[src/frame_rate_estimator_throttle_core_macros.svh]
// Assertion helpers shared by the frame rate throttle RTL.
`ifndef FRAME_RATE_ESTIMATOR_THROTTLE_CORE_MACROS_SVH
`define FRAME_RATE_ESTIMATOR_THROTTLE_CORE_MACROS_SVH

// Same-cycle implication, disabled while reset is asserted.
`define FRET_ASSERT_IMP(lbl, clk, rst_n, ante, cons) \
    lbl: assert property (@(posedge clk) disable iff (!rst_n) (ante) |-> (cons)) \
        else $error("fret assertion failed");

// Next-cycle implication, disabled while reset is asserted.
`define FRET_ASSERT_NXT(lbl, clk, rst_n, ante, cons) \
    lbl: assert property (@(posedge clk) disable iff (!rst_n) (ante) |=> (cons)) \
        else $error("fret assertion failed");

`endif

[src/fret_pkg.sv]
package fret_pkg;

    localparam int DEF_STAMP_BITS = 48;
    localparam int DEF_WAIT_BITS  = 32;
    localparam int DEF_FRAC_BITS  = 16;

    // The integer part of a rate holds up to 1000 frames per second.
    localparam int RATE_INT_BITS  = 10;
    // Headroom of the blend sum over the rate width (sum < 128 * 2^RATE_BITS).
    localparam int SUM_GUARD_BITS = 7;
    localparam int TARGET_BITS    = 26;

    localparam int APB_ADDR_BITS  = 3;
    localparam int APB_DATA_BITS  = 32;
    localparam int REG_IDX_BIT    = 2;

    localparam int MS_PER_SEC       = 1000;
    localparam int BLEND_OLD        = 97;
    localparam int BLEND_NEW        = 3;
    localparam int BLEND_DEN        = 100;
    localparam int BLEND_ROUND      = 50;
    localparam int TARGET_RESET_FPS = 60;

    typedef enum logic {
        ACT_TICK  = 1'b0,
        ACT_QUERY = 1'b1
    } t_action;

    typedef enum logic {
        REG_TARGET_RATE    = 1'b0,
        REG_UNLIMITED_MODE = 1'b1
    } t_reg_idx;

    typedef enum logic [3:0] {
        ST_IDLE,
        ST_INTERVAL,
        ST_RATE_START,
        ST_DIV_RATE,
        ST_BLEND_OLD,
        ST_BLEND_NEW,
        ST_AVG_START,
        ST_DIV_AVG,
        ST_EMIT
    } t_state;

endpackage

[src/fret_ifs.sv]
interface fret_in_if #(
    parameter int STAMP_BITS = fret_pkg::DEF_STAMP_BITS
);
    logic                  valid;
    logic                  ready;
    logic                  action;
    logic [STAMP_BITS-1:0] timestamp_ms;

    modport source (output valid, output action, output timestamp_ms, input ready);
    modport sink   (input valid, input action, input timestamp_ms, output ready);
endinterface

interface fret_out_if #(
    parameter int WAIT_BITS = fret_pkg::DEF_WAIT_BITS,
    parameter int RATE_BITS = fret_pkg::DEF_FRAC_BITS + fret_pkg::RATE_INT_BITS
);
    logic                 valid;
    logic                 ready;
    logic [WAIT_BITS-1:0] wait_amount;
    logic [RATE_BITS-1:0] rate_estimate;

    modport source (output valid, output wait_amount, output rate_estimate, input ready);
    modport sink   (input valid, input wait_amount, input rate_estimate, output ready);
endinterface

[src/frame_rate_estimator_throttle_core.sv]
// Frame rate estimator and throttle. Each input transaction is either a frame
// tick carrying a millisecond timestamp or a wait query; each one produces
// exactly one result transaction with the wait count and the smoothed rate in
// unsigned fixed point with FRAC_BITS fraction bits. Items are handled one at
// a time. A query, or the first tick after reset, goes from idle straight to
// the emit state. Any later tick passes through the interval, rate division,
// blend and average division states, using a shared bit-serial divider that
// runs twice, once for 1000/interval and once for the divide by 100 of the
// 0.97/0.03 blend. A tick whose interval is 2^RATE_BITS ms or more gives a
// rate of zero and skips the first division. The output register holds a
// finished result so the next item can be accepted while it waits to be
// taken. The target rate (address 0) and unlimited mode (address 4) are
// written over the APB port; the user must write them only while the block
// is idle, which the block itself does not enforce.
module frame_rate_estimator_throttle_core #(
    parameter int STAMP_BITS = fret_pkg::DEF_STAMP_BITS,
    parameter int WAIT_BITS  = fret_pkg::DEF_WAIT_BITS,
    parameter int FRAC_BITS  = fret_pkg::DEF_FRAC_BITS
) (
    input  logic                               i_clk,
    input  logic                               i_rst_n,
    input  logic                               psel,
    input  logic                               penable,
    input  logic                               pwrite,
    input  logic [fret_pkg::APB_ADDR_BITS-1:0] paddr,
    input  logic [fret_pkg::APB_DATA_BITS-1:0] pwdata,
    output logic [fret_pkg::APB_DATA_BITS-1:0] prdata,
    output logic                               pready,
    fret_in_if.sink                            i_in,
    fret_out_if.source                         o_out
);

    localparam int RATE_BITS = FRAC_BITS + fret_pkg::RATE_INT_BITS;
    localparam int SUM_BITS  = RATE_BITS + fret_pkg::SUM_GUARD_BITS;

    logic [fret_pkg::TARGET_BITS-1:0] target;
    logic                             unlimited;
    logic                             div_start;
    logic [SUM_BITS-1:0]              div_num;
    logic [RATE_BITS-1:0]             div_den;
    logic                             div_done;
    logic [SUM_BITS-1:0]              div_quot;
    logic                             emit_valid;
    logic                             emit_ready;
    logic [WAIT_BITS-1:0]             emit_wait;
    logic [RATE_BITS-1:0]             emit_rate;

    logic                             r_out_valid;
    logic [WAIT_BITS-1:0]             r_out_wait;
    logic [RATE_BITS-1:0]             r_out_rate;

    fret_apb_regs #(
        .FRAC_BITS (FRAC_BITS)
    ) u_regs (
        .i_clk       (i_clk),
        .i_rst_n     (i_rst_n),
        .psel        (psel),
        .penable     (penable),
        .pwrite      (pwrite),
        .paddr       (paddr),
        .pwdata      (pwdata),
        .prdata      (prdata),
        .pready      (pready),
        .o_target    (target),
        .o_unlimited (unlimited)
    );

    fret_serial_div #(
        .NUM_BITS (SUM_BITS),
        .DEN_BITS (RATE_BITS)
    ) u_div (
        .i_clk   (i_clk),
        .i_rst_n (i_rst_n),
        .i_start (div_start),
        .i_num   (div_num),
        .i_den   (div_den),
        .o_done  (div_done),
        .o_quot  (div_quot)
    );

    fret_ctrl #(
        .STAMP_BITS (STAMP_BITS),
        .WAIT_BITS  (WAIT_BITS),
        .FRAC_BITS  (FRAC_BITS),
        .RATE_BITS  (RATE_BITS),
        .SUM_BITS   (SUM_BITS)
    ) u_ctrl (
        .i_clk        (i_clk),
        .i_rst_n      (i_rst_n),
        .i_in         (i_in),
        .i_target     (target),
        .i_unlimited  (unlimited),
        .o_div_start  (div_start),
        .o_div_num    (div_num),
        .o_div_den    (div_den),
        .i_div_done   (div_done),
        .i_div_quot   (div_quot),
        .o_emit_valid (emit_valid),
        .o_emit_wait  (emit_wait),
        .o_emit_rate  (emit_rate),
        .i_emit_ready (emit_ready)
    );

    // The output register takes a new result when it is empty or being drained.
    assign emit_ready = !r_out_valid || o_out.ready;

    always_ff @(posedge i_clk) begin
        if (!i_rst_n) begin
            r_out_valid <= 1'b0;
        end else if (emit_valid && emit_ready) begin
            r_out_valid <= 1'b1;
        end else if (o_out.ready) begin
            r_out_valid <= 1'b0;
        end
    end

    always_ff @(posedge i_clk) begin
        if (emit_valid && emit_ready) begin
            r_out_wait <= emit_wait;
            r_out_rate <= emit_rate;
        end
    end

    assign o_out.valid         = r_out_valid;
    assign o_out.wait_amount   = r_out_wait;
    assign o_out.rate_estimate = r_out_rate;

endmodule

[src/fret_apb_regs.sv]
module fret_apb_regs #(
    parameter int FRAC_BITS = fret_pkg::DEF_FRAC_BITS
) (
    input  logic                                  i_clk,
    input  logic                                  i_rst_n,
    input  logic                                  psel,
    input  logic                                  penable,
    input  logic                                  pwrite,
    input  logic [fret_pkg::APB_ADDR_BITS-1:0]    paddr,
    input  logic [fret_pkg::APB_DATA_BITS-1:0]    pwdata,
    output logic [fret_pkg::APB_DATA_BITS-1:0]    prdata,
    output logic                                  pready,
    output logic [fret_pkg::TARGET_BITS-1:0]      o_target,
    output logic                                  o_unlimited
);

    localparam logic [fret_pkg::TARGET_BITS-1:0] TARGET_RESET =
        fret_pkg::TARGET_BITS'(64'(fret_pkg::TARGET_RESET_FPS) << FRAC_BITS);

    logic [fret_pkg::TARGET_BITS-1:0] r_target;
    logic                             r_unlimited;
    fret_pkg::t_reg_idx               reg_idx;
    logic                             wr_en;

    assign reg_idx = fret_pkg::t_reg_idx'(paddr[fret_pkg::REG_IDX_BIT]);
    assign wr_en   = psel && penable && pwrite;
    assign pready  = 1'b1;

    always_ff @(posedge i_clk) begin
        if (!i_rst_n) begin
            r_target    <= TARGET_RESET;
            r_unlimited <= 1'b0;
        end else if (wr_en) begin
            unique case (reg_idx)
                fret_pkg::REG_TARGET_RATE: begin
                    r_target <= pwdata[fret_pkg::TARGET_BITS-1:0];
                end
                fret_pkg::REG_UNLIMITED_MODE: begin
                    r_unlimited <= pwdata[0];
                end
                default: begin
                    r_target <= r_target;
                end
            endcase
        end
    end

    always_comb begin
        unique case (reg_idx)
            fret_pkg::REG_TARGET_RATE: begin
                prdata = fret_pkg::APB_DATA_BITS'(r_target);
            end
            fret_pkg::REG_UNLIMITED_MODE: begin
                prdata = fret_pkg::APB_DATA_BITS'(r_unlimited);
            end
            default: begin
                prdata = '0;
            end
        endcase
    end

    assign o_target    = r_target;
    assign o_unlimited = r_unlimited;

endmodule

[src/fret_serial_div.sv]
`include "frame_rate_estimator_throttle_core_macros.svh"

module fret_serial_div #(
    parameter int NUM_BITS = fret_pkg::DEF_FRAC_BITS + fret_pkg::RATE_INT_BITS
                             + fret_pkg::SUM_GUARD_BITS,
    parameter int DEN_BITS = fret_pkg::DEF_FRAC_BITS + fret_pkg::RATE_INT_BITS
) (
    input  logic                i_clk,
    input  logic                i_rst_n,
    input  logic                i_start,
    input  logic [NUM_BITS-1:0] i_num,
    input  logic [DEN_BITS-1:0] i_den,
    output logic                o_done,
    output logic [NUM_BITS-1:0] o_quot
);

    localparam int CNT_BITS = $clog2(NUM_BITS + 1);

    logic [CNT_BITS-1:0] r_count;
    logic                r_done;
    logic [NUM_BITS-1:0] r_quo;
    logic [DEN_BITS:0]   r_rem;
    logic [DEN_BITS-1:0] r_den;
    logic [DEN_BITS:0]   trial;
    logic                fits;

    // Restoring division: the dividend shifts out of r_quo one bit per cycle
    // while the quotient bits shift in behind it.
    assign trial = {r_rem[DEN_BITS-1:0], r_quo[NUM_BITS-1]};
    assign fits  = trial >= {1'b0, r_den};

    always_ff @(posedge i_clk) begin
        if (!i_rst_n) begin
            r_count <= '0;
            r_done  <= 1'b0;
        end else begin
            r_done <= 1'b0;
            if (i_start) begin
                r_count <= CNT_BITS'(NUM_BITS);
            end else if (r_count != '0) begin
                r_count <= r_count - CNT_BITS'(1);
                r_done  <= (r_count == CNT_BITS'(1));
            end
        end
    end

    always_ff @(posedge i_clk) begin
        if (i_start) begin
            r_quo <= i_num;
            r_rem <= '0;
            r_den <= i_den;
        end else if (r_count != '0) begin
            r_rem <= fits ? (trial - {1'b0, r_den}) : trial;
            r_quo <= {r_quo[NUM_BITS-2:0], fits};
        end
    end

    assign o_done = r_done;
    assign o_quot = r_quo;

    `FRET_ASSERT_IMP(a_start_when_idle, i_clk, i_rst_n, i_start, r_count == '0)
    `FRET_ASSERT_IMP(a_rem_below_den, i_clk, i_rst_n, r_count != '0, r_rem < {1'b0, r_den})
    `FRET_ASSERT_IMP(a_done_after_last, i_clk, i_rst_n, o_done, $past(r_count) == CNT_BITS'(1))

endmodule

[src/fret_ctrl.sv]
`include "frame_rate_estimator_throttle_core_macros.svh"

module fret_ctrl #(
    parameter int STAMP_BITS = fret_pkg::DEF_STAMP_BITS,
    parameter int WAIT_BITS  = fret_pkg::DEF_WAIT_BITS,
    parameter int FRAC_BITS  = fret_pkg::DEF_FRAC_BITS,
    parameter int RATE_BITS  = FRAC_BITS + fret_pkg::RATE_INT_BITS,
    parameter int SUM_BITS   = RATE_BITS + fret_pkg::SUM_GUARD_BITS
) (
    input  logic                             i_clk,
    input  logic                             i_rst_n,
    fret_in_if.sink                          i_in,
    input  logic [fret_pkg::TARGET_BITS-1:0] i_target,
    input  logic                             i_unlimited,
    output logic                             o_div_start,
    output logic [SUM_BITS-1:0]              o_div_num,
    output logic [RATE_BITS-1:0]             o_div_den,
    input  logic                             i_div_done,
    input  logic [SUM_BITS-1:0]              i_div_quot,
    output logic                             o_emit_valid,
    output logic [WAIT_BITS-1:0]             o_emit_wait,
    output logic [RATE_BITS-1:0]             o_emit_rate,
    input  logic                             i_emit_ready
);

    localparam int CMP_BITS = (RATE_BITS > fret_pkg::TARGET_BITS) ?
                              RATE_BITS : fret_pkg::TARGET_BITS;
    localparam int EXT_BITS = ((STAMP_BITS > RATE_BITS) ? STAMP_BITS : RATE_BITS) + 1;
    localparam logic [RATE_BITS-1:0] RATE_MAX =
        RATE_BITS'(fret_pkg::MS_PER_SEC) << FRAC_BITS;
    localparam logic [EXT_BITS-1:0] DEN_LIMIT = EXT_BITS'(1) << RATE_BITS;

    fret_pkg::t_state  r_state;
    fret_pkg::t_state  n_state;
    fret_pkg::t_action r_action;

    logic [STAMP_BITS-1:0] r_stamp;
    logic [STAMP_BITS-1:0] r_prev;
    logic [STAMP_BITS-1:0] r_diff;
    logic [RATE_BITS-1:0]  r_instant;
    logic [SUM_BITS-1:0]   r_acc;
    logic [RATE_BITS-1:0]  r_avg;
    logic [WAIT_BITS-1:0]  r_wait;
    logic [WAIT_BITS-1:0]  n_wait;
    logic                  r_seen;

    logic                  in_fire;
    logic                  emit_fire;
    logic [EXT_BITS-1:0]   diff_ext;
    logic                  too_big;
    logic [RATE_BITS-1:0]  interval_den;
    logic                  query_active;
    logic [CMP_BITS-1:0]   avg_cmp;
    logic [CMP_BITS-1:0]   tgt_cmp;
    logic                  query_out;
    logic                  query_emit;
    logic                  in_div_state;

    assign in_fire   = i_in.valid && i_in.ready;
    assign emit_fire = o_emit_valid && i_emit_ready;

    // An interval wider than the divisor gives an instant rate of zero,
    // since the dividend is always below 2^RATE_BITS.
    assign diff_ext     = EXT_BITS'(r_diff);
    assign too_big      = diff_ext >= DEN_LIMIT;
    assign interval_den = (r_diff == '0) ? RATE_BITS'(1) : diff_ext[RATE_BITS-1:0];

    assign query_active = r_seen && !i_unlimited;
    assign avg_cmp      = CMP_BITS'(r_avg);
    assign tgt_cmp      = CMP_BITS'(i_target);

    assign query_out    = o_emit_valid && (r_action == fret_pkg::ACT_QUERY);
    assign query_emit   = query_out && i_emit_ready;
    assign in_div_state = (r_state == fret_pkg::ST_DIV_RATE)
                          || (r_state == fret_pkg::ST_DIV_AVG);

    always_comb begin
        n_wait = r_wait;
        if ((avg_cmp < tgt_cmp) && (r_wait != '0)) begin
            n_wait = r_wait - WAIT_BITS'(1);
        end else if ((avg_cmp > tgt_cmp) && (r_wait != '1)) begin
            n_wait = r_wait + WAIT_BITS'(1);
        end
    end

    always_ff @(posedge i_clk) begin
        if (!i_rst_n) begin
            r_state <= fret_pkg::ST_IDLE;
        end else begin
            r_state <= n_state;
        end
    end

    always_comb begin
        n_state = r_state;
        unique case (r_state)
            fret_pkg::ST_IDLE: begin
                if (in_fire) begin
                    n_state = (fret_pkg::t_action'(i_in.action) == fret_pkg::ACT_TICK
                               && r_seen) ? fret_pkg::ST_INTERVAL : fret_pkg::ST_EMIT;
                end
            end
            fret_pkg::ST_INTERVAL: begin
                n_state = fret_pkg::ST_RATE_START;
            end
            fret_pkg::ST_RATE_START: begin
                n_state = too_big ? fret_pkg::ST_BLEND_OLD : fret_pkg::ST_DIV_RATE;
            end
            fret_pkg::ST_DIV_RATE: begin
                if (i_div_done) begin
                    n_state = fret_pkg::ST_BLEND_OLD;
                end
            end
            fret_pkg::ST_BLEND_OLD: begin
                n_state = fret_pkg::ST_BLEND_NEW;
            end
            fret_pkg::ST_BLEND_NEW: begin
                n_state = fret_pkg::ST_AVG_START;
            end
            fret_pkg::ST_AVG_START: begin
                n_state = fret_pkg::ST_DIV_AVG;
            end
            fret_pkg::ST_DIV_AVG: begin
                if (i_div_done) begin
                    n_state = fret_pkg::ST_EMIT;
                end
            end
            fret_pkg::ST_EMIT: begin
                if (i_emit_ready) begin
                    n_state = fret_pkg::ST_IDLE;
                end
            end
            default: begin
                n_state = fret_pkg::ST_IDLE;
            end
        endcase
    end

    always_comb begin
        i_in.ready   = (r_state == fret_pkg::ST_IDLE);
        o_div_start  = ((r_state == fret_pkg::ST_RATE_START) && !too_big)
                       || (r_state == fret_pkg::ST_AVG_START);
        o_div_num    = SUM_BITS'(RATE_MAX);
        o_div_den    = interval_den;
        if (r_state == fret_pkg::ST_AVG_START) begin
            o_div_num = r_acc;
            o_div_den = RATE_BITS'(fret_pkg::BLEND_DEN);
        end
        o_emit_valid = (r_state == fret_pkg::ST_EMIT);
        o_emit_rate  = r_avg;
        o_emit_wait  = r_wait;
        if (r_action == fret_pkg::ACT_QUERY) begin
            o_emit_wait = query_active ? n_wait : '0;
        end
    end

    // Architectural state of the estimator.
    always_ff @(posedge i_clk) begin
        if (!i_rst_n) begin
            r_seen <= 1'b0;
            r_wait <= '0;
            r_avg  <= '0;
            r_prev <= '0;
        end else begin
            if (emit_fire) begin
                if (r_action == fret_pkg::ACT_QUERY) begin
                    if (query_active) begin
                        r_wait <= n_wait;
                    end
                end else if (!r_seen) begin
                    r_seen <= 1'b1;
                    r_prev <= r_stamp;
                end
            end
            if ((r_state == fret_pkg::ST_DIV_AVG) && i_div_done) begin
                r_avg  <= i_div_quot[RATE_BITS-1:0];
                r_prev <= r_stamp;
            end
        end
    end

    always_ff @(posedge i_clk) begin
        if (in_fire) begin
            r_action <= fret_pkg::t_action'(i_in.action);
            r_stamp  <= i_in.timestamp_ms;
        end
        if (r_state == fret_pkg::ST_INTERVAL) begin
            r_diff <= r_stamp - r_prev;
        end
        if ((r_state == fret_pkg::ST_RATE_START) && too_big) begin
            r_instant <= '0;
        end
        if ((r_state == fret_pkg::ST_DIV_RATE) && i_div_done) begin
            r_instant <= i_div_quot[RATE_BITS-1:0];
        end
        if (r_state == fret_pkg::ST_BLEND_OLD) begin
            r_acc <= SUM_BITS'(r_avg) * SUM_BITS'(fret_pkg::BLEND_OLD)
                     + SUM_BITS'(fret_pkg::BLEND_ROUND);
        end
        if (r_state == fret_pkg::ST_BLEND_NEW) begin
            r_acc <= r_acc + SUM_BITS'(r_instant) * SUM_BITS'(fret_pkg::BLEND_NEW);
        end
    end

    `FRET_ASSERT_IMP(a_avg_in_range, i_clk, i_rst_n, 1'b1, r_avg <= RATE_MAX)
    `FRET_ASSERT_NXT(a_wait_only_on_query, i_clk, i_rst_n, !query_emit, $stable(r_wait))
    `FRET_ASSERT_IMP(a_div_done_expected, i_clk, i_rst_n, i_div_done, in_div_state)
    `FRET_ASSERT_IMP(a_unlimited_zero, i_clk, i_rst_n, query_out && i_unlimited, o_emit_wait == '0)

endmodule
[src/flat_wrapper.sv]
// flat-port wrapper written by rule: the top's interface ports become plain ports
module frame_rate_estimator_throttle_core_flat 
#(
    parameter int STAMP_BITS = fret_pkg::DEF_STAMP_BITS,
    parameter int WAIT_BITS  = fret_pkg::DEF_WAIT_BITS,
    parameter int FRAC_BITS  = fret_pkg::DEF_FRAC_BITS
)
  (i_clk, i_rst_n, psel, penable, pwrite, paddr, pwdata, prdata, pready, i_in_valid, i_in_action, i_in_timestamp_ms, i_in_ready, o_out_valid, o_out_wait_amount, o_out_rate_estimate, o_out_ready);
  fret_in_if #(.STAMP_BITS(STAMP_BITS)) i_in_i ();
  fret_out_if #(.WAIT_BITS(WAIT_BITS)) o_out_i ();
  input  logic i_clk;
  input  logic i_rst_n;
  input  logic psel;
  input  logic penable;
  input  logic pwrite;
  input  logic [fret_pkg::APB_ADDR_BITS-1:0] paddr;
  input  logic [fret_pkg::APB_DATA_BITS-1:0] pwdata;
  output logic [fret_pkg::APB_DATA_BITS-1:0] prdata;
  output logic pready;
  input wire logic [$bits(i_in_i.valid)-1:0] i_in_valid;
  input wire logic [$bits(i_in_i.action)-1:0] i_in_action;
  input wire logic [$bits(i_in_i.timestamp_ms)-1:0] i_in_timestamp_ms;
  output wire logic [$bits(i_in_i.ready)-1:0] i_in_ready;
  output wire logic [$bits(o_out_i.valid)-1:0] o_out_valid;
  output wire logic [$bits(o_out_i.wait_amount)-1:0] o_out_wait_amount;
  output wire logic [$bits(o_out_i.rate_estimate)-1:0] o_out_rate_estimate;
  input wire logic [$bits(o_out_i.ready)-1:0] o_out_ready;
  assign i_in_i.valid = i_in_valid;
  assign i_in_i.action = i_in_action;
  assign i_in_i.timestamp_ms = i_in_timestamp_ms;
  assign i_in_ready = i_in_i.ready;
  assign o_out_valid = o_out_i.valid;
  assign o_out_wait_amount = o_out_i.wait_amount;
  assign o_out_rate_estimate = o_out_i.rate_estimate;
  assign o_out_i.ready = o_out_ready;
  frame_rate_estimator_throttle_core #(.STAMP_BITS(STAMP_BITS), .WAIT_BITS(WAIT_BITS), .FRAC_BITS(FRAC_BITS)) u_core (.i_clk(i_clk), .i_rst_n(i_rst_n), .psel(psel), .penable(penable), .pwrite(pwrite), .paddr(paddr), .pwdata(pwdata), .prdata(prdata), .pready(pready), .i_in(i_in_i), .o_out(o_out_i));
endmodule
[config.mk]
export PLATFORM = sky130hd
export DESIGN_NAME = frame_rate_estimator_throttle_core_flat
export DESIGN_NICKNAME = d
export VERILOG_FILES = /design/src/fret_pkg.sv /design/src/fret_ifs.sv /design/src/frame_rate_estimator_throttle_core.sv /design/src/fret_apb_regs.sv /design/src/fret_serial_div.sv /design/src/fret_ctrl.sv /design/src/flat_wrapper.sv
export VERILOG_INCLUDE_DIRS = /design/src /design/src/src
export SDC_FILE = /design/constraint.sdc
export NUM_CORES = 1
export LEC_CHECK = 0
export BUFFER_PORTS_ARGS = -buffer_cell sky130_fd_sc_hd__buf_2
export CAP_MARGIN = 25
export CORE_ASPECT_RATIO = 1.4
export CORE_UTILIZATION = 40
export CTS_BUF_LIST = sky130_fd_sc_hd__clkbuf_8
export CTS_CLUSTER_DIAMETER = 50
export DETAILED_ROUTE_END_ITERATION = 12
export PLACE_DENSITY = 0.55
export SLEW_MARGIN = 20
export SYNTH_ARGS = -nofsm -noshare
export SYNTH_HDL_FRONTEND = slang
export SYNTH_SLANG_ARGS = --single-unit
export TNS_END_PERCENT = 5
[constraint.sdc]
create_clock -name i_clk -period 4.21 [get_ports i_clk]
set_input_delay 0.2105 -clock i_clk [delete_from_list [all_inputs] [get_ports i_clk]]
set_output_delay 0.2105 -clock i_clk [all_outputs]
set_load 0.02 [all_outputs]
=== After elaboration in Yosys (flattened, before gate mapping) ===
Index checks and enable logic that the tools add are counted.

* Bits of input ports: 91
* Register bits after elaboration: 445
* Word-level logic and storage cells: 120

* Reduce and logical (&&, ||, !) cells: 35
* Add/sub/neg operators: 7
* Equal/unequal tests: 16
* Order comparisons: 4
* Muxes and demuxes: 29
* $mul: 2
* Bitwise operators: 5

{| class="wikitable"
|+ Operators by type and width
! operator !! count
|-
| $mux W48 || 4
|-
| $mux W33 || 5
|-
| $mux W32 || 4
|-
| $mux W26 || 3
|-
| $pmux W32 S2 || 1
|-
| $ge A48 B27 Y1 const B || 1
|-
| $logic_not A48 Y1 || 1
|-
| $sub A48 B48 Y48 || 1
|-
| $pmux W4 S9 || 1
|-
| $add A33 B28 Y33 || 1
|-
| $add A33 B6 Y33 const B || 1
|-
| $mul A26 B7 Y33 const B || 1
|-
| $add A32 B1 Y32 const B || 1
|-
| $ne A32 B32 Y1 const B || 1
|-
| $reduce_bool A32 Y1 || 1
|-
| $sub A32 B1 Y32 const B || 1
|-
| $mul A26 B2 Y28 const B || 1
|-
| $ge A27 B26 Y1 || 1
|-
| $gt A26 B26 Y1 || 1
|-
| $lt A26 B26 Y1 || 1
|-
| $sub A26 B26 Y26 || 1
|-
| $mux W4 || 5
|-
| $eq A4 B3 Y1 const B || 4
|-
| $logic_and A1 B1 Y1 || 12
|-
| other kinds (22) || 44
|}

=== Depth between registers and ports, before layout ===
* Word-level depth: 6
* Mapped depth: 15
* Depth with buffers taken out: 15

=== By module ===
Synthesis repeated with hierarchy kept, for this count alone.

* Cells, all modules: 2880
* Area, all modules: 27854.2 sq um

{| class="wikitable"
|+ Modules (own cells, without submodules)
! module !! area each (sq um) !! cells an instance !! times used
|-
| fret_ctrl || 19386.1 || 2139 || 1
|-
| fret_serial_div || 5290.1 || 522 || 1
|-
| frame_rate_estimator_throttle_core || 1799.2 || 63 || 1
|-
| fret_apb_regs || 1378.8 || 156 || 1
|}

=== Least setup slack after synthesis ===
OpenSTA, ideal clock, no wires.

* Path type: reg2reg
* Start point: register u_core.u_ctrl.r_state[1]
* End point: register u_core.u_ctrl.r_diff[0], enable pin
* Path slack: -0.277 ns
* Data arrival time: 3.975 ns
* Cell stages (with the launch flop): 4
* Required time: 3.697 ns
* Period minus slack after synthesis: 4.487 ns
* Path buffers: 2
* Path through: dfxtp_1 > clkbuf_1 > clkbuf_1 > nor3_1

* Word-level cells in the longest chain between the ends: 1

{| class="wikitable"
|+ RTL lines
! what !! RTL line !! RTL
|-
| start, declared || fret_ctrl.sv:33 || <nowiki>fret_pkg::t_state r_state;</nowiki>
|-
| start signal, assigned || fret_ctrl.sv:88 || <nowiki>r_state <= fret_pkg::ST_IDLE;</nowiki>
|-
| start signal, assigned || fret_ctrl.sv:90 || <nowiki>r_state <= n_state;</nowiki>
|-
| $eq A4 B1 Y1 || fret_ctrl.sv:187 || <nowiki>if (r_state == fret_pkg::ST_INTERVAL) begin</nowiki>
|-
| end signal, assigned || fret_ctrl.sv:188 || <nowiki>r_diff <= r_stamp - r_prev;</nowiki>
|-
| end, declared || fret_ctrl.sv:39 || <nowiki>logic [STAMP_BITS-1:0] r_diff;</nowiki>
|}

No other way between the ends.
A chain may end at the register's enable or synchronous reset.

=== Worst setup path after layout ===
* Start point: register u_core.u_ctrl.r_avg[1] (netlist: u_core.u_ctrl.o_emit_rate[1])
* End point: register u_core.u_ctrl.r_acc[22], data pin

* Word-level cells in the longest chain between the ends: 4

{| class="wikitable"
|+ RTL lines
! what !! RTL line !! RTL
|-
| start, declared || fret_ctrl.sv:42 || <nowiki>logic [RATE_BITS-1:0] r_avg;</nowiki>
|-
| start signal, assigned || fret_ctrl.sv:176 || <nowiki>r_avg <= i_div_quot[RATE_BITS-1:0];</nowiki>
|-
| $mul A26 B7 Y33 || fret_ctrl.sv:197 || <nowiki>r_acc <= SUM_BITS'(r_avg) * SUM_BITS'(fret_pkg::BLEND_OLD)</nowiki>
|-
| $add A33 B6 Y33 || fret_ctrl.sv:198 || <nowiki>+ SUM_BITS'(fret_pkg::BLEND_ROUND);</nowiki>
|-
| $mux W33 || fret_ctrl.sv:196 || <nowiki>if (r_state == fret_pkg::ST_BLEND_OLD) begin</nowiki>
|-
| $mux W33 || fret_ctrl.sv:200 || <nowiki>if (r_state == fret_pkg::ST_BLEND_NEW) begin</nowiki>
|-
| end signal, assigned || fret_ctrl.sv:197 ||
|-
| end signal, assigned || fret_ctrl.sv:201 || <nowiki>r_acc <= r_acc + SUM_BITS'(r_instant) * SUM_BITS'(fret_pkg::BLEND_NEW);</nowiki>
|-
| end, declared || fret_ctrl.sv:41 || <nowiki>logic [SUM_BITS-1:0] r_acc;</nowiki>
|}

No other way between the ends. The select of a mux whose other input is x is not followed.

==> reports/qor.txt <==
Syn Inst Count: 2798
Worst Hold Class: in2reg
Hold Startpoint: i_rst_n
Clock Tree Buf Depth: 3
CTS tree: built
CTS buffer count: 79
Mapped Avg Cell Area: 9.78 sq um
PwrDens: 415 nW/um^2
H-tree levels: 3
Leak Pwr: 0.0134 uW
Largest cells by area after synthesis: edfxtp_1, dfxtp_1, ha_1
# setup viols final: 1
Reg clk slew, reported paths: 0.06 ns
Max Clk Rate: 237 MHz
Post-route ant nets: 0
DR vias: 22071
Seq/Total Area, Yosys: 0.426
Crit Path Class: reg2reg
VDD IR max: 259 uV
Starting DRT DRC Count: 1072
DR vias/cell: 5.45
Initial antenna violation count: 2
Critical Path Start: u_core.u_ctrl.o_emit_rate[1]
RR Startpoint: u_core.u_ctrl.o_emit_rate[1]
Post-route DRC: 0
Least-Margin Pin Slew: 1.00 ns
FP Rows: 113
WL final: 78300 um
Ratio of cells with drive above 1 in the final layout: 0.151
WP data required: 4.63 ns
Synthesis Warnings: 0
Core Region: 67700 sq um
TritonRoute pass-1 iters: 5
DP Cell Count: 3817
Status: finished with violations
Synth top area share: 0.300
Post-synth EDFFs: 273
Final Max Slew Viols: 0
Synthesized area: 27400 sq um
Crit share post-route: 1.00
Synth area leader: edfxtp_1
Die Span Y: 311 um
Die W: 223 um
Final TNS setup: -0.00262 ns
GRT Resource Usage Total: 0.225
Post-synth ARST share: 0
Filler cell count: 6273
Relative slew margins: 0.331
Starting Density: 0.404
First-pass GRT wire length: 122000 um
Die Area: 69400 sq um
Num Clock Sinks: 445
Final worst slack: -0.00262 ns
Final Wtd Congestion: 0.893
Post-Layout Cell Count: 4048
Clk_lat worst skew: 0.72 ns
Worst reg2reg setup slack: -0.003 ns
CP Launch Type: flip-flop
Grt total ovfl: 0
RSZ-0062 raised after global routing: true
Failing checks: negative setup slack
Top FF cell, synth: edfxtp_1
Post-DP HPWL: 57600 um
Syn-to-layout area delta: 18.6%
Worst setup EP type: flip-flop
Largest net degree at the start of global routing: 105
# Max-Cap Violations: 0
Vias in the first global route: 22668
DR WL/cell: 19.3 um
Register bit total from synthesis: 445
Yosys cell types: 89
Root Driver: clkbuf_8
Crit Path Max Fanout: 7
Worst Path Arrival: 4.64 ns
Nets: 3504
Count of final hold-check violations: 0
IO Port Bufs: 168
Clock Skew: 0.0556 ns
Final worst path period need: 4.21 ns
Num ports: 184
[stage by stage]
step | setup WS, ns | hold slack [ns] | power [uW] | utilization | instance area [sq um]
2_1_floorplan | -0.215 | 0.309 | 8090 | - | 27400
3_3_place_gp | -0.273 | 0.388 | 8990 | 0.438 | 29700
3_5_place_dp | -0.346 | 0.389 | 9070 | 0.438 | 29700
4_1_cts | 0.0108 | 0.0270 | 13600 | 0.475 | 32200
5_1_grt | -0.114 | 0.0412 | 14200 | 0.479 | 32400
6_report | -0.00262 | 0.0242 | 13500 | 0.479 | 32400
[area by class of cell]
type | instances | area, sq um | area share
antenna | 1 | 2.50 | 0.0000771
clock buffer | 85 | 1170 | 0.0361
clock inverter | 62 | 527 | 0.0162
inverter | 162 | 608 | 0.0187
multi-input combinational | 2070 | 14900 | 0.459
sequential | 445 | 11700 | 0.359
tap | 862 | 1080 | 0.0332
timing repair buffer | 361 | 2510 | 0.0774
[worst max-delay path, stage by stage, from the launching register on]
cell	delay, ns
dfxtp_1	0.32
buf_4	0.16
and2_1	0.18
ha_4	0.24
fa_1	0.60
ha_4	0.23
ha_4	0.24
buf_4	0.13
nand2_1	0.08
o21ai_2	0.07
a31oi_1	0.16
buf_4	0.16
o31ai_4	0.06
o41a_1	0.42
buf_4	0.16
buf_4	0.13
a21o_1	0.17
a211oi_1	0.30
o22ai_1	0.13
[timing repair]
item | 4_1_cts | 5_1_grt
endpoints found under the hold margin | 77 | 0
setup endpoints to repair | 12 | 13
gates resized for setup | 9 | 35
gates cloned | 0 | 0
buffers inserted | 1 | 3
pin swaps | 4 | 16
hold buffers | 78 | 0
[cell usage after synthesis, types with 6 or more instances]
master    instances
a211o_1           8
a211oi_1         11
a21boi_0        112
a21o_1           92
a21oi_1         149
a221oi_1         10
a22o_1           30
a31oi_1          27
a41oi_1           6
and2_1           76
and3_1           23
and4_1            7
buf_1             6
buf_2             6
buf_4             7
clkbuf_1        106
dfxtp_1         172
edfxtp_1        273
fa_1             47
ha_1            247
inv_1           161
mux2i_1          14
nand2_1         369
nand2b_1         31
nand3_1          48
nand4_1          41
nor2_1          133
nor2b_1          18
nor3_1           38
nor4_1           23
o211ai_1         19
o21a_1           21
o21ai_0         154
o21bai_1         17
o22a_1           10
o22ai_1           6
o31ai_1          14
or2_2             7
or3_1            20
or4_1             8
xnor2_1          99
xor2_1           47
[registers in the layout, summed over array words and instances, names as in the netlist, 32 cells and up]
name	flops
u_core.u_ctrl.r_stamp	48
u_core.u_ctrl.r_prev	48
u_core.u_ctrl.r_wait	32
u_core.o_out.wait_amount	32
u_core.u_ctrl.r_diff	48
u_core.u_ctrl.r_acc	33
u_core.u_div.o_quot	33
[power by group]
part           switching (uW)  internal (uW)  total, uW
Sequential                382           5270       5660
Clock                    2020           2400       4410
Combinational            1970           1410       3380
[final timing paths]
kind,endpoint,cells past startpoint
setup / recovery,u_core.u_ctrl.r_acc[22],18
hold / removal,u_core.u_ctrl.r_seen,2
setup reg to reg,u_core.u_ctrl.r_acc[22],18
hold reg to reg,u_core.u_ctrl.r_prev[25],2
[layer usage]
metal | up-vias | wire length [um] | track usage
li1 | 10716 | - | -
met1 | 10706 | 30200 | 0.240
met2 | 486 | 42400 | 0.440
met3 | 163 | 2740 | 0.0284
met4 | 0 | 2980 | 0.0931
met5 | - | 0 | 0
[placed cells by master (no fill, tap or decap), types with 14 or more instances in the layout]
cell           netlist  routed
a22o_1              30      30
mux2i_1             14      14
dfxtp_1            172     162
buf_4                7     114
nand2b_1            31      31
o21ai_0            154     148
edfxtp_1           273     273
nor4_1              23      23
and3_1              23      23
nand3_1             48      47
o21bai_1            17      17
a31oi_1             27      27
xnor2_1             99      99
o211ai_1            19      19
nor3_1              38      34
inv_1              161     177
or3_1               20      20
nor2b_1             18      18
o21a_1              21      21
fa_1                47      47
and2_1              76      75
dlygate4sd3_1        0      78
clkbuf_8             0      85
a21boi_0           112     111
a21oi_1            149     144
nand4_1             41      41
clkinv_1             1      15
ha_1               247     236
xor2_1              47      47
nand2_1            369     369
nor2_1             133     129
buf_2                6     167
a21o_1              92      92
[logic make-up (layout without fill, tap and decap cells)]
kind of cell | Yosys count | in the layout | synth area share
adders and majority gates | 294 | 294 | 0.147
xor gates and xnor gates | 146 | 146 | 0.0467
buffers and inverters | 288 | 670 | 0.0410
other | 2 | 8 | 0.000275
AOI/OAI and AO/OA | 741 | 741 | 0.181
muxes | 16 | 16 | 0.00595
DFF | 445 | 445 | 0.426
and+or+nand+nor | 866 | 866 | 0.152
Power figures use the tool's default switching activity.
